===== src/hw/rtl/osp_pkg.sv =====
// Package for the obstacle segment projector: coordinate types, port words,
// register indexes and the saturation helper. No dependencies.
package osp_pkg;

	localparam int FracBitsDef = 16;
	localparam int CoordW      = 32;
	localparam int IdxW        = 3;

	typedef logic signed [CoordW-1:0] coord_t;
	typedef logic [2:0][CoordW-1:0] coord3_t;

	typedef enum logic [IdxW-1:0] {
		REG_START_X = 3'd0,
		REG_START_Y = 3'd1,
		REG_START_Z = 3'd2,
		REG_GOAL_X  = 3'd3,
		REG_GOAL_Y  = 3'd4,
		REG_GOAL_Z  = 3'd5
	} reg_idx_t;

	typedef struct packed {
		coord_t obs_x;
		coord_t obs_y;
		coord_t obs_z;
	} obs_t;

	typedef struct packed {
		logic   kept;
		coord_t push_x;
		coord_t push_y;
		coord_t push_z;
		coord_t along;
	} res_t;

	// Handoff from the projection pipe to the distance pipe.
	typedef struct packed {
		logic    valid;
		logic    kept;
		coord_t  along;
		coord3_t p;
	} proj_t;

	localparam logic signed [35:0] SatMax = 36'sh0_7FFF_FFFF;
	localparam logic signed [35:0] SatMin = 36'shF_8000_0000;

	function automatic coord_t sat32(input logic signed [35:0] v);
		coord_t r;
		if (v > SatMax) begin
			r = coord_t'(SatMax[31:0]);
		end else if (v < SatMin) begin
			r = coord_t'(SatMin[31:0]);
		end else begin
			r = v[31:0];
		end
		return r;
	endfunction

endpackage


===== src/hw/rtl/osp_cfg.sv =====
// Configuration registers for the obstacle segment projector.
// Holds start and goal and keeps the saturated line vector ready. Uses osp_pkg.
module osp_cfg import osp_pkg::*; (
	input  logic                clk,
	input  logic                arst_n,
	input  logic                wr,
	input  logic [IdxW-1:0]     index,
	input  coord_t              data,
	output coord3_t             s,
	output coord3_t             ln
);

	coord_t start_q [3];
	coord_t goal_q  [3];
	coord_t ln_q    [3];

	// The line vector is updated together with the register, so it is valid
	// in the cycle after the write.
	always_ff @(posedge clk or negedge arst_n) begin
		if (!arst_n) begin
			for (int i = 0; i < 3; i++) begin
				start_q[i] <= '0;
				goal_q[i]  <= '0;
				ln_q[i]    <= '0;
			end
		end else if (wr) begin
			case (index)
				REG_START_X, REG_START_Y, REG_START_Z: begin
					start_q[index[1:0]] <= data;
					ln_q[index[1:0]]    <= sat32(36'(goal_q[index[1:0]]) - 36'(data));
				end
				REG_GOAL_X: begin
					goal_q[0] <= data;
					ln_q[0]   <= sat32(36'(data) - 36'(start_q[0]));
				end
				REG_GOAL_Y: begin
					goal_q[1] <= data;
					ln_q[1]   <= sat32(36'(data) - 36'(start_q[1]));
				end
				REG_GOAL_Z: begin
					goal_q[2] <= data;
					ln_q[2]   <= sat32(36'(data) - 36'(start_q[2]));
				end
				default: begin
				end
			endcase
		end
	end

	always_comb begin
		for (int i = 0; i < 3; i++) begin
			s[i]  = start_q[i];
			ln[i] = ln_q[i];
		end
	end

endmodule


===== config.mk =====
export PLATFORM = sky130hd
export DESIGN_NAME = osp_cfg
export DESIGN_NICKNAME = d
export VERILOG_FILES = /design/src/hw/rtl/osp_pkg.sv /design/src/hw/rtl/osp_cfg.sv
export SDC_FILE = /design/constraint.sdc
export NUM_CORES = 1
export LEC_CHECK = 0
export BUFFER_PORTS_ARGS = -buffer_cell sky130_fd_sc_hd__buf_2
export CAP_MARGIN = 20
export CORE_ASPECT_RATIO = 1.1
export CORE_MARGIN = 10
export CORE_UTILIZATION = 60
export CTS_BUF_LIST = sky130_fd_sc_hd__clkbuf_16
export CTS_CLUSTER_DIAMETER = 40
export DETAILED_ROUTE_END_ITERATION = 10
export PLACE_DENSITY = 0.85
export SLEW_MARGIN = 20
export SYNTH_ARGS = -nofsm -noshare
export SYNTH_HDL_FRONTEND = slang
export SYNTH_SLANG_ARGS = --single-unit

===== constraint.sdc =====
create_clock -name clk -period 7.6 [get_ports clk]
set_input_delay 0.76 -clock clk [delete_from_list [all_inputs] [get_ports clk]]
set_output_delay 0.76 -clock clk [all_outputs]
set_load 0.005 [all_outputs]

Word level (Yosys, flattened, before mapping)
Cells that the tools add are included.
- add/sub/neg operators: 4
- order comparisons: 10
- eq/ne operators: 5
- multiplexer cells: 20
- bitwise gates (word level): 1
- reductions and logical operators: 13
- operators with widths (operator ; count):
    2-to-1 mux 32 bit ; 13
    bitwise mux 96 bit ; 2
    one-hot mux 32 bit (2 select lines) ; 3
    greater-than comparator 33 x 32 -> 1 bit, second input constant ; 4
    < comparator 33 x 32 -> 1 bit, second input constant ; 4
    subtractor 32 x 32 -> 33 bit ; 4
    binary-select mux 32 bit (select 2 bit) ; 1
    demux 32 bit (select 2 bit) ; 1
    AND reduction 2 bit ; 7
    equality test 3 x 2 -> 1 bit, second input constant ; 2
    equality test 3 bit, second input constant ; 2
    nonzero test 2 bit ; 3
    equality test 3 x 1 -> 1 bit, second input constant ; 1
    >= comparator 3 bit, second input constant ; 1
    logical NOT 3 bit ; 1
    < comparator 3 x 1 -> 1 bit, second input constant ; 1
    NOT 2 -> 3 bit ; 1
    OR reduction 3 bit ; 1
    logical AND 1 bit ; 1
- register bits: 288
- input port bits: 38

Longest topological paths before layout
- word-level depth: 12
- mapped depth: 19
- gate-level depth less buffers: 15

Least setup slack after synthesis
No wires, ideal clock.
- path kind: input-to-reg
- from: input index[1]
- to: register ln_q, in the netlist ln[89]
- arrival time: 4.445 ns
- setup slack: 3.073 ns
- stages on the path: 19
- path buffers: 5
- path through: clkbuf_1 nor2b_1 clkbuf_1 clkbuf_1 a21oi_1 ha_1 fa_1 nand2b_1 a21oi_1 o2111ai_1 a21oi_1 a31o_2 a211o_1 buf_2 nand2_1 buf_2 o21ai_0 nand2_1 a31oi_1
- longest elaborated chain between the ends: 12
- elaborated cells on any way between the ends: 25
- classes of those cells: add/sub (1); order compare (4); eq/ne (3); mux (11); bitwise (1); reduce/logical (5)
- RTL lines (item ; line ; source):
    from (decl) ; osp_cfg.sv:7 ; input logic [IdxW-1:0] index,
    NOT 2 -> 3 bit (not written as such) ; osp_cfg.sv:30 ; ln_q[index[1:0]] <= sat32(36'(goal_q[index[1:0]]) - 36'(data));
    binary-select mux 32 bit (select 2 bit) ; osp_cfg.sv:30 ;
    2-to-1 mux 32 bit (not written as such) (2 in a row) ; osp_cfg.sv:30 ;
    subtractor 32 x 32 -> 33 bit ; osp_cfg.sv:30 ;
    < comparator 33 x 32 -> 1 bit ; osp_pkg.sv:50 ; end else if (v < SatMin) begin
    2-to-1 mux 32 bit ; osp_pkg.sv:50 ;
    2-to-1 mux 32 bit ; osp_pkg.sv:48 ; if (v > SatMax) begin
    2-to-1 mux 32 bit ; osp_cfg.sv:27 ; case (index)
    2-to-1 mux 32 bit ; osp_cfg.sv:26 ; end else if (wr) begin
    bitwise mux 96 bit ; osp_cfg.sv:30 ;
    one-hot mux 32 bit (2 select lines) ; osp_cfg.sv:27 ;
    to (signal, indexed assignment) ; osp_cfg.sv:30 ;
    to (decl) ; osp_cfg.sv:15 ; coord_t ln_q [3];
Several ways; a longest one is shown, not always the timed one. The select of a mux whose other input is x is not followed.
A chain may end at the register's enable or synchronous reset.

Worst setup path after layout
- from: input index[1]
- to: register ln_q, in the netlist ln[47]
The elaborated chain is that of the path after synthesis.

==> metrics.csv <==
stage;metric;value;unit
timing;setup TNS;0;ns
cts;Root Driver;clkbuf_16;
floorplanning;Rows;68;
power_and_ir_drop;P per Cell Area;314.1;mW/mm²
yosys;Unique masters post-synth;81;
timing;final worst path period share;72.02;%
timing;final hold violation count;0;
timing;worst hold slack;0.2621;ns
power_and_ir_drop;Pleak;10.56;nW
routing;total wire length;66.60;mm
setup_path;reg2reg path depth;14;
setup_path;CP Data Required Time;8.03;ns
yosys;syn_nets;2510;
routing;DR WL/cell;22.42;µm
grt;number of global-route vias before repair;18200;
cts;CTS tree;yes;
yosys;Syn Inst Count;2340;
routing;drt first pass iters;5;
run_status;status;finished clean;
routing;via count;18530;
setup_path;reg-to-reg endpoint;ln[47];
run;Max-cap violations;0;
cts;postcts setup bufs;0;
timing;Final Setup Violations;0;
floorplanning;Initial Util;61.25;%
grt;total grt overflow;0;
cts;Num Clock Sinks;288;
yosys;Synth Cell Area;0.01939;mm²
cells_and_area;layout cells sized above 1;13.97;%
cts;H-tree depth;2;
timing;Setup WS post-layout;2.126;ns
grt;initial antenna violation count;2;
power_and_ir_drop;Final Power;6.971;mW
timing;Fin Clk Skew;0.03224;ns
place;setup slack after placement;1.635;ns
routing;Vias/cell;6.239;
yosys;flops & latches, synth;288;
grt;Tot GR Track Use;32.26;%
place;DP Area;0.02079;mm²
floorplanning;# IOs;230;
cts;CTS resizes;0;
setup_path;CP Capture Type;flip-flop;
setup_path;Critical Path Source;index[1];
setup_path;kind of critical path;primary input to flip-flop;
power_and_ir_drop;peak supply drop;0.3004;mV
floorplanning;die area;0.03991;mm²
setup_path;critical path fanouts, max;42;
cells_and_area;final non-filler cell total;2970;
timing;Peak Freq;0.1827;GHz
timing;min Tclk post-route;5.474;ns
place;RD Place Congestion;0.9720;
setup_path;Critical Path AT;5.91;ns
setup_path;r2r setup slk;3.08;ns
cts;Post-CTS Hold Fix Bufs;0;
place;post-DP HPWL;50.98;mm
grt;first-pass GRT wire length;101.8;mm
cells_and_area;Finished Core Util;70.12;%
place;Port Buffers;229;
yosys;ys flop type;dfrtp_1;
timing;Worst-Margin Slew;1.057;ns
cts;Worst-Skew Late Latency;0.56;ns
setup_path;startpoint types;primary input;
yosys;number of flops mapped to enable cells by yosys;0;
setup_path;reg2reg start;goal_q[32];
floorplanning;core area;0.03165;mm²
timing;relative slew slack;29.30;%
routing;Routed Antenna Nets;0;
cts;clk buf depth;3;
min_path;hold crit path type;primary input to asynchronous set/reset pin;
cts;clock slew at reported path FFs;0.06;ns
cts;TritonCTS buffer count;43;
floorplanning;overall die width;191.4;µm
yosys;Synthesis Warnings;0;
routing;# DRC;0;
yosys;Seq/Total Area, Yosys;37.17;%
yosys;share of flip-flops with an asynchronous set or reset;100.0;%
routing;drt initial violations;1579;
cells_and_area;final instance area;0.02219;mm²
yosys;Post-Syn Area per Cell;8.285;µm²
cells_and_area;area grow syn2layout;14.48;%
timing;RSZ-0062 raised after global routing;no;
place;placed insts;2892;
timing;Max Transition Viols Final;0;
cells_and_area;fin nets;2688;
floorplanning;Die Y;208.5;µm
grt;pin count of the biggest net entering global routing;168;
-- report_power, final --
part	internal (mW)	switching (mW)	leakage [nW]
registers	1.90	0.303	3.53
logic	1.10	1.75	6.35
clock network	1.12	0.782	0.681
total	4.13	2.84	10.6
-- worst max-delay path: stages --
cell       delay, ns
buf_2           0.60
nor2b_4         0.70
nand2_1         0.12
o21ai_0         0.10
ha_1            0.31
o211ai_1        0.20
a21oi_1         0.08
o2111ai_1       0.27
a21oi_1         0.20
a31o_2          0.33
a211o_1         0.47
nor2_1          0.88
nor2_1          0.43
a221o_1         0.44
-- registers in the layout (all words and copies together) (netlist names) --
signal and cells:
goal_q 96, ln 96, s 96
-- per-layer routing --
| layer | vias up | share of wire [%] | GRT usage, % |
|---|---|---|---|
| met5 | - | 0.042 | 0 |
| met4 | 4 | 4.2 | 12.95 |
| met3 | 184 | 10 | 7.143 |
| met2 | 868 | 46 | 52.54 |
| met1 | 8858 | 39 | 40.62 |
| li1 | 8616 | - | - |
-- cell usage in the layout, fill, tap and decap left out, types with 28 or more instances in the layout --
master     Yosys  routed
xnor2_1       70      70
inv_1        153     159
o21ai_0      321     321
a21o_1        57      57
dfrtp_1      288     288
buf_2         16     228
a21oi_1      182     182
a22oi_1       45      45
nand2_1      370     367
clkbuf_16      0      43
nor2_1       128     127
xor2_1        44      44
ha_1         128     128
mux2i_1       33      33
nand3_1       36      36
a31oi_1       28      28
-- area by class of cell --
class	count	area (µm²)
flip-flops and latches	288	7207
clock buffers	43	1076
inverters	153	574.3
diodes	1	2.502
multi-input cells	1783	11170
fillers	2599	9457
clock inverters	33	295.3
repair buffers	249	1346
well taps	420	525.5
-- synth_stat cells, types with 7 or more instances --
cell type	n	area, µm²
nand2b_1	16	100.1
o22ai_1	7	43.79
o211ai_1	18	135.1
o21ai_0	321	1607
o21a_1	21	157.7
nand2_1	370	1389
nor2_1	128	480.5
o21bai_1	15	112.6
xnor2_1	70	613.1
a21o_1	57	427.9
buf_2	16	80.08
a211o_1	8	70.07
nand3_1	36	180.2
nor2b_1	22	137.6
dfrtp_1	288	7207
a2bb2oi_1	9	78.83
buf_1	7	26.28
nor3_1	20	100.1
a21boi_0	10	75.07
a221o_1	10	100.1
a21oi_1	182	910.9
inv_1	153	574.3
o221ai_1	8	70.07
clkbuf_1	91	341.6
a22oi_1	45	337.8
a31oi_1	28	175.2
xor2_1	44	385.4
mux2i_1	33	330.3
ha_1	128	1602
o2111ai_1	7	61.31
and3_1	14	87.58
a211oi_1	17	127.6
nand4_1	21	131.4
and2_1	15	93.84
-- how the worst max path moves through the flow --
stage | slack, ns | end | cells after the start
after floorplan | 3.07 | ln[89] | 19
after global placement | 1.77 | ln[53] | 15
after detailed placement | 1.64 | ln[47] | 14
after CTS | 2.21 | ln[62] | 15
after global routing | 1.74 | ln[45] | 15
final | 2.13 | ln[47] | 14
-- kinds of logic after synthesis --
kind of cell    Yosys count  synth area share (%)
compound gates          827                 26.44
xor+xnor                115                 5.234
fa+ha+maj               138                 8.984
buf+inv                 269                 5.370
flops                   288                 37.17
mux                      34                 1.762
simple gates            669                 15.04
No activity file was read; power rests on OpenSTA's default activity.
